### src/hdl/cma_pkg.sv
// Shared constants and the reciprocal table for the centered moving average.
package cma_pkg;

  // Sample width and the largest half window.
  localparam int unsigned SAMPLE_WIDTH = 16;
  localparam int unsigned MAX_HALF     = 16;

  // Largest window and the widths that follow from it.
  localparam int unsigned MAX_WINDOW = 2 * MAX_HALF + 1;
  localparam int unsigned CNT_W      = $clog2(MAX_WINDOW + 1);
  localparam int unsigned HALF_W     = $clog2(MAX_HALF + 1);
  localparam int unsigned SUM_W      = SAMPLE_WIDTH + $clog2(MAX_WINDOW);
  localparam int unsigned ABS_W      = SUM_W - 1;

  // Prefix sum memory: a power of two deep, at least one window deep.
  localparam int unsigned ADDR_W    = $clog2(MAX_WINDOW);
  localparam int unsigned MEM_DEPTH = 1 << ADDR_W;

  // Configuration register width and saturation value of the sample count.
  localparam int unsigned CFG_W     = 6;
  localparam int unsigned SEEN_W    = 6;
  localparam logic [SEEN_W-1:0] SEEN_MAX = '1;

  // Reciprocals are scaled by 2^RECIP_SHIFT; the table below holds
  // floor(2^22 / m) for divisors 1 to 33.
  localparam int unsigned RECIP_SHIFT = 22;
  localparam int unsigned RECIP_W     = RECIP_SHIFT + 1;
  localparam int unsigned PROD_W      = ABS_W + RECIP_W;

  function automatic logic [RECIP_W-1:0] recip(input logic [CNT_W-1:0] m);
    logic [RECIP_W-1:0] r;
    case (m)
      6'd1:    r = 23'd4194304;
      6'd2:    r = 23'd2097152;
      6'd3:    r = 23'd1398101;
      6'd4:    r = 23'd1048576;
      6'd5:    r = 23'd838860;
      6'd6:    r = 23'd699050;
      6'd7:    r = 23'd599186;
      6'd8:    r = 23'd524288;
      6'd9:    r = 23'd466033;
      6'd10:   r = 23'd419430;
      6'd11:   r = 23'd381300;
      6'd12:   r = 23'd349525;
      6'd13:   r = 23'd322638;
      6'd14:   r = 23'd299593;
      6'd15:   r = 23'd279620;
      6'd16:   r = 23'd262144;
      6'd17:   r = 23'd246723;
      6'd18:   r = 23'd233016;
      6'd19:   r = 23'd220752;
      6'd20:   r = 23'd209715;
      6'd21:   r = 23'd199728;
      6'd22:   r = 23'd190650;
      6'd23:   r = 23'd182361;
      6'd24:   r = 23'd174762;
      6'd25:   r = 23'd167772;
      6'd26:   r = 23'd161319;
      6'd27:   r = 23'd155344;
      6'd28:   r = 23'd149796;
      6'd29:   r = 23'd144631;
      6'd30:   r = 23'd139810;
      6'd31:   r = 23'd135300;
      6'd32:   r = 23'd131072;
      6'd33:   r = 23'd127100;
      default: r = '0;
    endcase
    return r;
  endfunction

endpackage

### src/hdl/centered_moving_average_top.sv
// Centered moving average over a stream of signed samples, prefix sums in one memory.
// Path: each result passes the address, subtract, reciprocal multiply, back multiply and
// fix-up states before it reaches the output register; a stalled output holds it in fix-up.
// Input flow: an item that gives no result leaves the input free for the next item; one that
// gives results stalls the input until all are out, set by the one read port and the shared divide path.
// Reset: asynchronous, active low; window_size returns to 1, counts and sums to zero.
module centered_moving_average_top
  import cma_pkg::*;
(
  input  logic                           clk_i,
  input  logic                           rst_ni,
  // Configuration: window width.
  input  logic                           cfg_we_i,
  input  logic [CFG_W-1:0]               cfg_wdata_i,
  // Input items.
  input  logic                           in_valid_i,
  output logic                           in_stall_o,
  input  logic signed [SAMPLE_WIDTH-1:0] sample_i,
  input  logic                           last_in_i,
  // Result items.
  output logic                           out_valid_o,
  input  logic                           out_stall_i,
  output logic signed [SAMPLE_WIDTH-1:0] average_o,
  output logic                           last_out_o
);

  // Sequencer states. Each result walks through address, subtract,
  // reciprocal multiply, back multiply and fix-up.
  localparam logic [2:0] S_IDLE = 3'd0;
  localparam logic [2:0] S_ADDR = 3'd1;
  localparam logic [2:0] S_SUB  = 3'd2;
  localparam logic [2:0] S_MUL1 = 3'd3;
  localparam logic [2:0] S_MUL2 = 3'd4;
  localparam logic [2:0] S_FIX  = 3'd5;

  // The memory holds, for each sample, the running sum of the sequence
  // just before that sample. The sum of the newest m samples is then the
  // running sum after the newest sample minus the entry m-1 places back.
  // Entries are read only inside the current sequence, so the memory
  // needs no clearing. All sums wrap at SUM_W bits, which is exact for
  // any difference that spans at most one full window.
  logic [SUM_W-1:0] mem [MEM_DEPTH];

  // Control state.
  logic [2:0]        state_q, state_d;
  logic [CFG_W-1:0]  ws_q;
  logic [SUM_W-1:0]  cum_q, cum_d;
  logic [ADDR_W-1:0] cur_q, cur_d;
  logic [SEEN_W-1:0] seen_q, seen_d;
  logic [SEEN_W-1:0] k_q, k_d;
  logic [HALF_W-1:0] h_q, h_d;
  logic [HALF_W-1:0] r_q, r_d;
  logic              last_q, last_d;
  logic              out_valid_q, out_valid_d;

  // Datapath registers.
  logic [SUM_W-1:0]         rd_q;
  logic [CNT_W-1:0]         m_q;
  logic [ABS_W-1:0]         abs_q;
  logic                     neg_q;
  logic [RECIP_W-1:0]       recip_q;
  logic [ABS_W-1:0]         q0_q;
  logic [ABS_W-1:0]         qm_q;
  logic [SAMPLE_WIDTH-1:0]  average_q;
  logic                     last_out_q;

  // Combinational helpers.
  logic                     in_acc;
  logic                     out_acc;
  logic                     out_space;
  logic [HALF_W-1:0]        half;
  logic [HALF_W-1:0]        seen_min_h;
  logic [ADDR_W-1:0]        wr_addr;
  logic [CNT_W-1:0]         reach;
  logic [CNT_W-1:0]         top;
  logic [ADDR_W-1:0]        rd_addr;
  logic [SUM_W-1:0]         diff;
  logic [SUM_W-1:0]         diff_abs;
  logic [PROD_W-1:0]        prod;
  logic [ABS_W+CNT_W-1:0]   qm_full;
  logic [ABS_W-1:0]         rem;
  logic [ABS_W-1:0]         q_fix;
  logic [SAMPLE_WIDTH-1:0]  q_mag;
  logic                     seq_done;

  assign in_stall_o = (state_q != S_IDLE);
  assign in_acc     = in_valid_i && !in_stall_o;
  assign out_acc    = out_valid_q && !out_stall_i;
  assign out_space  = !out_valid_q || !out_stall_i;

  // Half window, limited to the largest supported half.
  assign half = (ws_q[CFG_W-1:1] > (CFG_W-1)'(MAX_HALF)) ? HALF_W'(MAX_HALF)
                                                         : HALF_W'(ws_q[CFG_W-1:1]);
  assign seen_min_h = (seen_q < SEEN_W'(half)) ? HALF_W'(seen_q) : half;
  assign wr_addr    = cur_q + ADDR_W'(1);

  // Span of the current result: the newest top+1 samples, where top is
  // r+h but never more than the older samples of this sequence.
  assign reach   = CNT_W'(r_q) + CNT_W'(h_q);
  assign top     = (SEEN_W'(reach) > k_q) ? CNT_W'(k_q) : reach;
  assign rd_addr = cur_q - ADDR_W'(top);

  assign diff     = cum_q - rd_q;
  assign diff_abs = diff[SUM_W-1] ? (~diff + SUM_W'(1)) : diff;

  // Reciprocal estimate is the true quotient or one short of it; the
  // remainder check adds the missing one.
  assign prod    = PROD_W'(abs_q) * PROD_W'(recip_q);
  assign qm_full = (ABS_W+CNT_W)'(q0_q) * (ABS_W+CNT_W)'(m_q);
  assign rem     = abs_q - qm_q;
  assign q_fix   = (rem >= ABS_W'(m_q)) ? (q0_q + ABS_W'(1)) : q0_q;
  assign q_mag   = q_fix[SAMPLE_WIDTH-1:0];

  // A plain item gives one result; the final item counts r down to zero.
  assign seq_done = !last_q || (r_q == '0);

  always_comb begin
    state_d     = state_q;
    cum_d       = cum_q;
    cur_d       = cur_q;
    seen_d      = seen_q;
    k_d         = k_q;
    h_d         = h_q;
    r_d         = r_q;
    last_d      = last_q;
    out_valid_d = out_valid_q;

    if (out_acc) begin
      out_valid_d = 1'b0;
    end

    case (state_q)
      S_IDLE: begin
        if (in_acc) begin
          cum_d  = cum_q + {{(SUM_W-SAMPLE_WIDTH){sample_i[SAMPLE_WIDTH-1]}}, sample_i};
          cur_d  = wr_addr;
          seen_d = (seen_q == SEEN_MAX) ? seen_q : (seen_q + SEEN_W'(1));
          k_d    = seen_q;
          h_d    = half;
          last_d = last_in_i;
          // The result centered h samples back is due once h older
          // samples exist; the final item flushes everything still due.
          r_d    = last_in_i ? seen_min_h : half;
          if (last_in_i || (seen_q >= SEEN_W'(half))) begin
            state_d = S_ADDR;
          end
        end
      end
      S_ADDR: state_d = S_SUB;
      S_SUB:  state_d = S_MUL1;
      S_MUL1: state_d = S_MUL2;
      S_MUL2: state_d = S_FIX;
      S_FIX: begin
        if (out_space) begin
          out_valid_d = 1'b1;
          if (seq_done) begin
            state_d = S_IDLE;
            if (last_q) begin
              seen_d = '0;
              cum_d  = '0;
            end
          end else begin
            r_d     = r_q - HALF_W'(1);
            state_d = S_ADDR;
          end
        end
      end
      default: state_d = S_IDLE;
    endcase
  end

  always_ff @(posedge clk_i or negedge rst_ni) begin
    if (!rst_ni) begin
      state_q     <= S_IDLE;
      ws_q        <= CFG_W'(1);
      cum_q       <= '0;
      cur_q       <= '0;
      seen_q      <= '0;
      k_q         <= '0;
      h_q         <= '0;
      r_q         <= '0;
      last_q      <= 1'b0;
      out_valid_q <= 1'b0;
    end else begin
      if (cfg_we_i) begin
        ws_q <= cfg_wdata_i;
      end
      state_q     <= state_d;
      cum_q       <= cum_d;
      cur_q       <= cur_d;
      seen_q      <= seen_d;
      k_q         <= k_d;
      h_q         <= h_d;
      r_q         <= r_d;
      last_q      <= last_d;
      out_valid_q <= out_valid_d;
    end
  end

  // Prefix sum memory: one write at accept, one registered read per result.
  always_ff @(posedge clk_i) begin
    if (in_acc) begin
      mem[wr_addr] <= cum_q;
    end
    if (state_q == S_ADDR) begin
      rd_q <= mem[rd_addr];
    end
  end

  // Divide path and output register.
  always_ff @(posedge clk_i) begin
    if (state_q == S_ADDR) begin
      m_q <= top + CNT_W'(1);
    end
    if (state_q == S_SUB) begin
      neg_q   <= diff[SUM_W-1];
      abs_q   <= diff_abs[ABS_W-1:0];
      recip_q <= recip(m_q);
    end
    if (state_q == S_MUL1) begin
      q0_q <= prod[RECIP_SHIFT+ABS_W-1:RECIP_SHIFT];
    end
    if (state_q == S_MUL2) begin
      qm_q <= qm_full[ABS_W-1:0];
    end
    if ((state_q == S_FIX) && out_space) begin
      average_q  <= neg_q ? (~q_mag + SAMPLE_WIDTH'(1)) : q_mag;
      last_out_q <= last_q && (r_q == '0);
    end
  end

  assign out_valid_o = out_valid_q;
  assign average_o   = average_q;
  assign last_out_o  = last_out_q;

endmodule
### config.mk
export PLATFORM = sky130hd
export DESIGN_NAME = centered_moving_average_top
export DESIGN_NICKNAME = d
export VERILOG_FILES = /design/src/hdl/cma_pkg.sv /design/src/hdl/centered_moving_average_top.sv
export SDC_FILE = /design/constraint.sdc
export NUM_CORES = 2
export LEC_CHECK = 0
export ABC_AREA = 1
export BUFFER_PORTS_ARGS = -buffer_cell sky130_fd_sc_hd__buf_2
export CAP_MARGIN = 10
export CORE_MARGIN = 3
export CORE_UTILIZATION = 55
export DETAILED_ROUTE_END_ITERATION = 8
export GPL_ROUTABILITY_DRIVEN = 0
export PLACE_DENSITY = 0.72
export SYNTH_ARGS = -nofsm -noshare
export SYNTH_HDL_FRONTEND = slang
export SYNTH_SLANG_ARGS = --single-unit
### constraint.sdc
create_clock -name clk_i -period 15.76 [get_ports clk_i]
set_input_delay 3.152 -clock clk_i [delete_from_list [all_inputs] [get_ports clk_i]]
set_output_delay 3.152 -clock clk_i [all_outputs]
set_load 0.01 [all_outputs]
=== Yosys cells after proc, flatten, opt, wreduce, memory -nomap -nowiden ===
Memories as Yosys holds them, arrays and structs flattened. A register that Yosys moved wholly into a read port is not among the register bits.
Cells that the tools add are included.

* Bits in registers: 148
* Memories kept: 2
* ROM bits: 1,472
* RAM bits: 1,408
* Output and inout port bits: 19

{| class="wikitable"
|+ Memories
! memory !! words !! bits a word !! rd ports !! clocked after memory_dff !! wr ports !! RTL line !! text
|-
| (name not given) || 64 || 23 || 1 || 1 || 0 || cma_pkg.sv:32 || <nowiki>case (m)</nowiki>
|-
| mem || 64 || 22 || 1 || 1 || 1 || centered_moving_average_top.sv:42 || <nowiki>logic [SUM_W-1:0] mem [MEM_DEPTH];</nowiki>
|}

* Bitwise logic cells: 2
* Magnitude comparators: 5
* Multiplexer cells: 32
* $add $sub $neg: 12
* Reductions and logical operators: 20
* Multipliers: 2
* Equality and inequality tests: 13

{| class="wikitable"
|+ Operator list
! operator !! count
|-
| $mux W22 || 4
|-
| $pmux W22 S2 || 1
|-
| $mul A21 B23 Y43 || 1
|-
| $mux W6 || 6
|-
| $add A16 B1 Y16 const B || 2
|-
| $mux W16 || 2
|-
| $mux W5 || 6
|-
| $add A22 B22 Y22 || 1
|-
| $sub A22 B22 Y22 || 1
|-
| $add A21 B1 Y21 const B || 1
|-
| $ge A21 B6 Y1 || 1
|-
| $mul A21 B6 Y21 || 1
|-
| $mux W21 || 1
|-
| $not A21 Y21 || 1
|-
| $sub A21 B21 Y21 || 1
|-
| $add A6 B1 Y6 const B || 3
|-
| $pmux W3 S6 || 1
|-
| $not A16 Y16 || 1
|-
| $ne A2 B2 Y1 const B || 7
|-
| $pmux W6 S2 || 1
|-
| $pmux W5 S2 || 1
|-
| $mux W3 || 3
|-
| $add A5 B5 Y6 || 1
|-
| $eq A3 B2 Y1 const B || 2
|-
| other kinds (22) || 36
|}

=== Depth between registers and ports, before layout ===
* Word-level depth: 7
* Depth in mapped cells: 33
* Depth with buffers taken out: 31

=== Worst setup path after synthesis ===
No wires, ideal clock.

* Path type: flip-flop to flip-flop
* Start point: register abs_q[3]
* End point: register q0_q[20] (data pin)
* Path buffers: 1
* Setup time: 0.260 ns
* Required time: 15.500 ns
* Path slack: 9.355 ns
* Arrival: 6.146 ns
* Stages on the path, launching flop included: 33
* Cells stage by stage: edfxtp_1 > clkbuf_1 > nand2_1 > inv_1 > fa_1 > fa_1 > inv_1 > fa_1 > inv_1 > fa_1 > inv_1 > fa_1 > inv_1 > fa_1 > inv_1 > fa_1 > inv_1 > ha_1 > nand2_1 > nor2_1 > nand2_1 > o211a_1 > o21ai_0 > a21oi_1 > inv_1 > a21oi_1 > nor2_1 > inv_1 > nand2_1 > a21oi_1 > nor2_1 > nor2_1 > xnor2_1

* Longest elaborated chain between the ends: 1

{| class="wikitable"
|+ RTL lines
! element !! RTL line !! text
|-
| from (decl) || centered_moving_average_top.sv:59 || <nowiki>logic [ABS_W-1:0] abs_q;</nowiki>
|-
| from (signal assigned) || centered_moving_average_top.sv:217 || <nowiki>abs_q <= diff_abs[ABS_W-1:0];</nowiki>
|-
| $mul A21 B23 Y43 || centered_moving_average_top.sv:108 || <nowiki>assign prod = PROD_W'(abs_q) * PROD_W'(recip_q);</nowiki>
|-
| via prod[42] || centered_moving_average_top.sv:79 || <nowiki>logic [PROD_W-1:0] prod;</nowiki>
|-
| to (signal assigned) || centered_moving_average_top.sv:221 || <nowiki>q0_q <= prod[RECIP_SHIFT+ABS_W-1:RECIP_SHIFT];</nowiki>
|-
| to (decl) || centered_moving_average_top.sv:62 || <nowiki>logic [ABS_W-1:0] q0_q;</nowiki>
|}

The timed path passes the listed nets, and every way through them passes these cells.
A chain may end at the register's enable or synchronous reset.

=== Worst setup path in the final report ===
* Start point: register r_q[2]
* End point: register rd_q[6], read port of mem (data pin)

* Longest elaborated chain between the ends: 4

{| class="wikitable"
|+ RTL lines
! element !! RTL line !! text
|-
| from (decl) || centered_moving_average_top.sv:52 || <nowiki>logic [HALF_W-1:0] r_q, r_d;</nowiki>
|-
| from (signal assigned) || centered_moving_average_top.sv:194 || <nowiki>r_q <= r_d;</nowiki>
|-
| $add A5 B5 Y6 * || centered_moving_average_top.sv:99 || <nowiki>assign reach = CNT_W'(r_q) + CNT_W'(h_q);</nowiki>
|-
| $gt A6 B6 Y1 || centered_moving_average_top.sv:100 || <nowiki>assign top = (SEEN_W'(reach) > k_q) ? CNT_W'(k_q) : reach;</nowiki>
|-
| $mux W6 * || centered_moving_average_top.sv:100 ||
|-
| $sub A6 B6 Y6 * || centered_moving_average_top.sv:101 || <nowiki>assign rd_addr = cur_q - ADDR_W'(top);</nowiki>
|-
| to (decl) || centered_moving_average_top.sv:57 || <nowiki>logic [SUM_W-1:0] rd_q;</nowiki>
|}

Every way passes the cells marked *; elsewhere a longest branch is shown, timed or not.

==> report_table.html <==
<table>
<tr><th>Metric</th><th>Value</th></tr>
<tr><th colspan="2">STA</th></tr>
<tr><td># setup viols final</td><td>0</td></tr>
<tr><td>Fin crit period</td><td>8.31 ns</td></tr>
<tr><td>Fmax</td><td>0.120 GHz</td></tr>
<tr><td>Count of endpoints failing hold in the final timing report</td><td>0</td></tr>
<tr><td>Final critical-path share of the clock period</td><td>52.7%</td></tr>
<tr><td>Total negative setup slack</td><td>0 ns</td></tr>
<tr><td>Final Slew Violations</td><td>0</td></tr>
<tr><td>Worst Tran Pin Value</td><td>1.24 ns</td></tr>
<tr><td>Slew margin rel.</td><td>17.1%</td></tr>
<tr><td>Unrepaired setup endpoints after global routing</td><td>false</td></tr>
<tr><td>Worst clock skew on the final layout</td><td>0.0743 ns</td></tr>
<tr><th colspan="2">Critical path</th></tr>
<tr><td>Stage delay of the slowest cell on the critical path</td><td>0.85 ns</td></tr>
<tr><td>Worst-case reg-to-reg path depth</td><td>25</td></tr>
<tr><td>RR Startpoint</td><td>r_q[2]$_DFFE_PN0P_</td></tr>
<tr><td>Critical Path RT</td><td>16.25 ns</td></tr>
<tr><td>Worst Setup Path Type</td><td>flop to flop</td></tr>
<tr><td>Most used cell along the critical path</td><td>a21oi_1</td></tr>
<tr><td>Setup slack of the worst register-to-register path</td><td>7.45 ns</td></tr>
<tr><td>Crit-path leading delay family</td><td>buffers and inverters</td></tr>
<tr><td>Reg2reg end</td><td>rd_q[6]$_DFFE_PP_</td></tr>
<tr><td>Data arrival time at the worst-slack endpoint</td><td>8.80 ns</td></tr>
<tr><td>Number of buffer and inverter stages on the critical path</td><td>6</td></tr>
<tr><td>Nature of the critical path startpoint</td><td>flop</td></tr>
<tr><td>Slowest-stage cell, CP</td><td>buf_4</td></tr>
<tr><td>Worst setup EP type</td><td>flop</td></tr>
<tr><td>Largest fanout of any net on the critical path</td><td>137</td></tr>
<tr><th colspan="2">Floorplanning</th></tr>
<tr><td>Count of standard-cell rows</td><td>145</td></tr>
<tr><td>Die width</td><td>404 µm</td></tr>
<tr><td>Area of the placeable core</td><td>157000 µm²</td></tr>
<tr><td>Starting utilization of the core area</td><td>55.5%</td></tr>
<tr><td>Floorplan die area</td><td>163000 µm²</td></tr>
<tr><td>Vertical die dimension</td><td>404 µm</td></tr>
<tr><td>Ports</td><td>47</td></tr>
<tr><th colspan="2">Final layout</th></tr>
<tr><td>Most common library cell in the layout ignoring fill and taps</td><td>edfxtp_1</td></tr>
<tr><td>Multi-input gate area in the final layout</td><td>33800 µm²</td></tr>
<tr><td>Share of cells above drive strength 1</td><td>7.57%</td></tr>
<tr><td>Commonest cells after routing, fill and taps aside</td><td>edfxtp_1, nand2_1, inv_1</td></tr>
<tr><td>Number of fill cells in the layout</td><td>12100</td></tr>
<tr><td>FF/Latch Area</td><td>47800 µm²</td></tr>
<tr><td>Count of nets after finishing</td><td>8428</td></tr>
<tr><td>Synth-to-Final Area Change</td><td>9.18%</td></tr>
<tr><th colspan="2">Clock tree</th></tr>
<tr><td>Number of buffers inserted during clock tree synthesis</td><td>159</td></tr>
<tr><td>Clk root buf</td><td>clkbuf_16</td></tr>
<tr><td>Number of buffers added to fix hold violations after cts</td><td>0</td></tr>
<tr><td>Clock transition at path regs</td><td>0.06 ns</td></tr>
<tr><td>TritonCTS clock tree</td><td>yes</td></tr>
<tr><td>H-tree level count</td><td>4</td></tr>
<tr><td>Clk sinks</td><td>1600</td></tr>
<tr><td>Resized cells post-CTS</td><td>0</td></tr>
<tr><td>Clock network latency to the later pin of the worst-skew pair</td><td>0.82 ns</td></tr>
<tr><td>Setup bufs post-CTS</td><td>0</td></tr>
<tr><td>Bufs on Longest Clock Path</td><td>3</td></tr>
<tr><th colspan="2">Logic synthesis</th></tr>
<tr><td>Post-synth design cell area</td><td>87000 µm²</td></tr>
<tr><td>Post-synthesis register bit count</td><td>1600</td></tr>
<tr><td>EDFF count, synth</td><td>1540</td></tr>
<tr><td>Proportion of register bits with asynchronous set or reset after synthesis</td><td>3.75%</td></tr>
<tr><td>Prevailing post-synth register cell</td><td>edfxtp_1</td></tr>
<tr><td>Cell variety after synth</td><td>57</td></tr>
<tr><td>Post-synthesis sequential area ratio</td><td>54.9%</td></tr>
<tr><td>Number of cells produced by synthesis</td><td>7697</td></tr>
<tr><td>Share of the synthesized area in the top cell type</td><td>53.1%</td></tr>
<tr><td>Cell type with the largest total area after synthesis</td><td>edfxtp_1</td></tr>
<tr><td>Yosys warning total</td><td>0</td></tr>
<tr><td>Synth top area cells</td><td>edfxtp_1, fa_1, nand2_1, inv_1, ha_1</td></tr>
<tr><td>Avg Synthesized Cell Area</td><td>11.3 µm²</td></tr>
<tr><td>Number of nets in the synthesized netlist</td><td>8465</td></tr>
<tr><th colspan="2">Placement</th></tr>
<tr><td>Number of buffers added on ports</td><td>45</td></tr>
<tr><td>Detailed Place HPWL</td><td>131 mm</td></tr>
<tr><th colspan="2">Route</th></tr>
<tr><td>Number of detailed-route iterations in the first pass</td><td>8</td></tr>
<tr><td>Routed length per instance</td><td>22.3 µm</td></tr>
<tr><td>1st-iter DRT viols</td><td>6189</td></tr>
<tr><td>Sum of routed wire length over all layers</td><td>220 mm</td></tr>
<tr><td>Vias per Instance</td><td>5.93</td></tr>
<tr><td>Remaining design rule violation count</td><td>0</td></tr>
<tr><td>Antenna-violating nets left</td><td>0</td></tr>
<tr><td>Overall via count from detail_route</td><td>58400</td></tr>
<tr><th colspan="2">Worst hold path</th></tr>
<tr><td>Hold Path Depth</td><td>2</td></tr>
<tr><td>Hold path endpoint</td><td>h_q[4]$_DFFE_PN0P_</td></tr>
<tr><td>Type of the tightest min-delay check</td><td>flop to flop</td></tr>
<tr><td>Launch point of the worst hold path</td><td>h_q[4]$_DFFE_PN0P_</td></tr>
<tr><th colspan="2">GRT</th></tr>
<tr><td>Number of global-route vias before repair</td><td>58100</td></tr>
<tr><td>Maximum number of pins on one net before global-route repair</td><td>215</td></tr>
<tr><td>Total GRT Usage</td><td>27.0%</td></tr>
<tr><td>Number of antenna violations at the first check in global routing</td><td>2</td></tr>
<tr><td>Global-route wire length before repair</td><td>338 mm</td></tr>
<tr><td>Total gr overflow</td><td>0</td></tr>
<tr><th colspan="2">Outcome</th></tr>
<tr><td>Outcome</td><td>finished clean</td></tr>
<tr><th colspan="2">Flow run</th></tr>
<tr><td>Max cap viols</td><td>0</td></tr>
</table>
-- cells by family (layout without fill, tap and decap cells) --
family / count (synthesis) / after routing / synth area share [%]
buffers and inverters: 1530 / 1613 / 6.63
DFF: 1600 / 1600 / 54.9
other: 0 / 2 / 0
and+or+nand+nor: 2158 / 2158 / 10.1
xor gates and xnor gates: 128 / 128 / 1.29
AOI/OAI and AO/OA: 1212 / 1212 / 8.73
adders and majority gates: 740 / 740 / 14.6
muxes: 329 / 329 / 3.78
-- Yosys cell counts, types with 14 or more instances --
library cell,number
edfxtp_1,1540
nand2_1,1151
inv_1,1104
nor2_1,632
o21ai_0,521
fa_1,464
clkbuf_1,361
o221ai_1,330
mux2i_1,328
ha_1,276
a21oi_1,253
nand3_1,253
xor2_1,92
dfrtp_1,60
nor3_1,39
buf_1,36
xnor2_1,36
o32ai_1,30
nand4_1,22
inv_2,18
o211ai_1,18
o22ai_1,15
nand2_2,14
-- metrics by stage --
step           area (µm²)  worst slack, ns  hold slack [ns]  util (%)  cells
2_1_floorplan       87000             9.35            0.459         -   7697
3_3_place_gp        89900             7.62            0.477      57.4   9557
3_5_place_dp        89900             7.58            0.487      57.4   9557
4_1_cts             95000             7.57            0.498      60.6   9838
5_1_grt             95000             6.95            0.546      60.6   9839
6_report            95000             7.45            0.504      60.6   9840
-- state kept, by name, summed over array words and instances (netlist names), 3 cells and up --
| name | count |
|---|---|
| average_o | 16 |
| m_q | 6 |
| cur_q | 6 |
| cum_q | 22 |
| q0_q | 21 |
| qm_q | 21 |
| recip_q | 23 |
| state_q | 3 |
| abs_q | 21 |
| r_q | 5 |
| ws_q | 5 |
| h_q | 5 |
| k_q | 6 |
| rd_q | 22 |
| mem | 1408 |
| seen_q | 6 |
-- area by class of cell --
cell class                      count  share of cell area [%]
Antenna cell                        2                 0.00527
Clock buffer                      196                    4.43
Clock inverter                     85                   0.966
Inverter                         1125                    4.46
Multi-Input combinational cell   4567                    35.6
Sequential cell                  1600                    50.3
Tap cell                         2058                    2.71
Timing Repair Buffer              207                    1.60
-- worst reg2reg max path: cells and delay by family, from the launching register on --
kind | cells | cell delay [ns]
buffers and inverters | 6 | 2.64
AO/OA/AOI/OAI | 9 | 2.22
adder cells (fa/ha/maj) | 3 | 1.42
AND/OR/NAND/NOR | 6 | 0.97
flip-flops | 1 | 0.44
multiplexers | 1 | 0.33
-- layer usage --
| metal | GRT usage, % | vias to the layer above | share of wire (%) |
|---|---|---|---|
| li1 | - | 26300 | - |
| met1 | 35.6 | 28800 | 38 |
| met2 | 44.2 | 2717 | 48 |
| met3 | 4.19 | 564 | 8.6 |
| met4 | 12.5 | 0 | 5.0 |
| met5 | 0 | - | 0 |
-- how the worst max path moves through the flow --
stage / startpoint / endpoint / slack (ns) / depth (start not counted)
final: r_q[2]$_DFFE_PN0P_ / rd_q[6]$_DFFE_PP_ / 7.45 / 25
after global routing: r_q[2]$_DFFE_PN0P_ / rd_q[6]$_DFFE_PP_ / 6.95 / 25
after CTS: r_q[2]$_DFFE_PN0P_ / rd_q[6]$_DFFE_PP_ / 7.57 / 25
after detailed placement: r_q[2]$_DFFE_PN0P_ / rd_q[6]$_DFFE_PP_ / 7.58 / 25
after global placement: r_q[2]$_DFFE_PN0P_ / rd_q[17]$_DFFE_PP_ / 7.62 / 25
after floorplan: abs_q[3]$_DFFE_PP_ / q0_q[20]$_DFFE_PP_ / 9.35 / 32
Power is not shown: default switching activity piles up to over one toggle a cycle in this logic, so the estimate is an artifact.
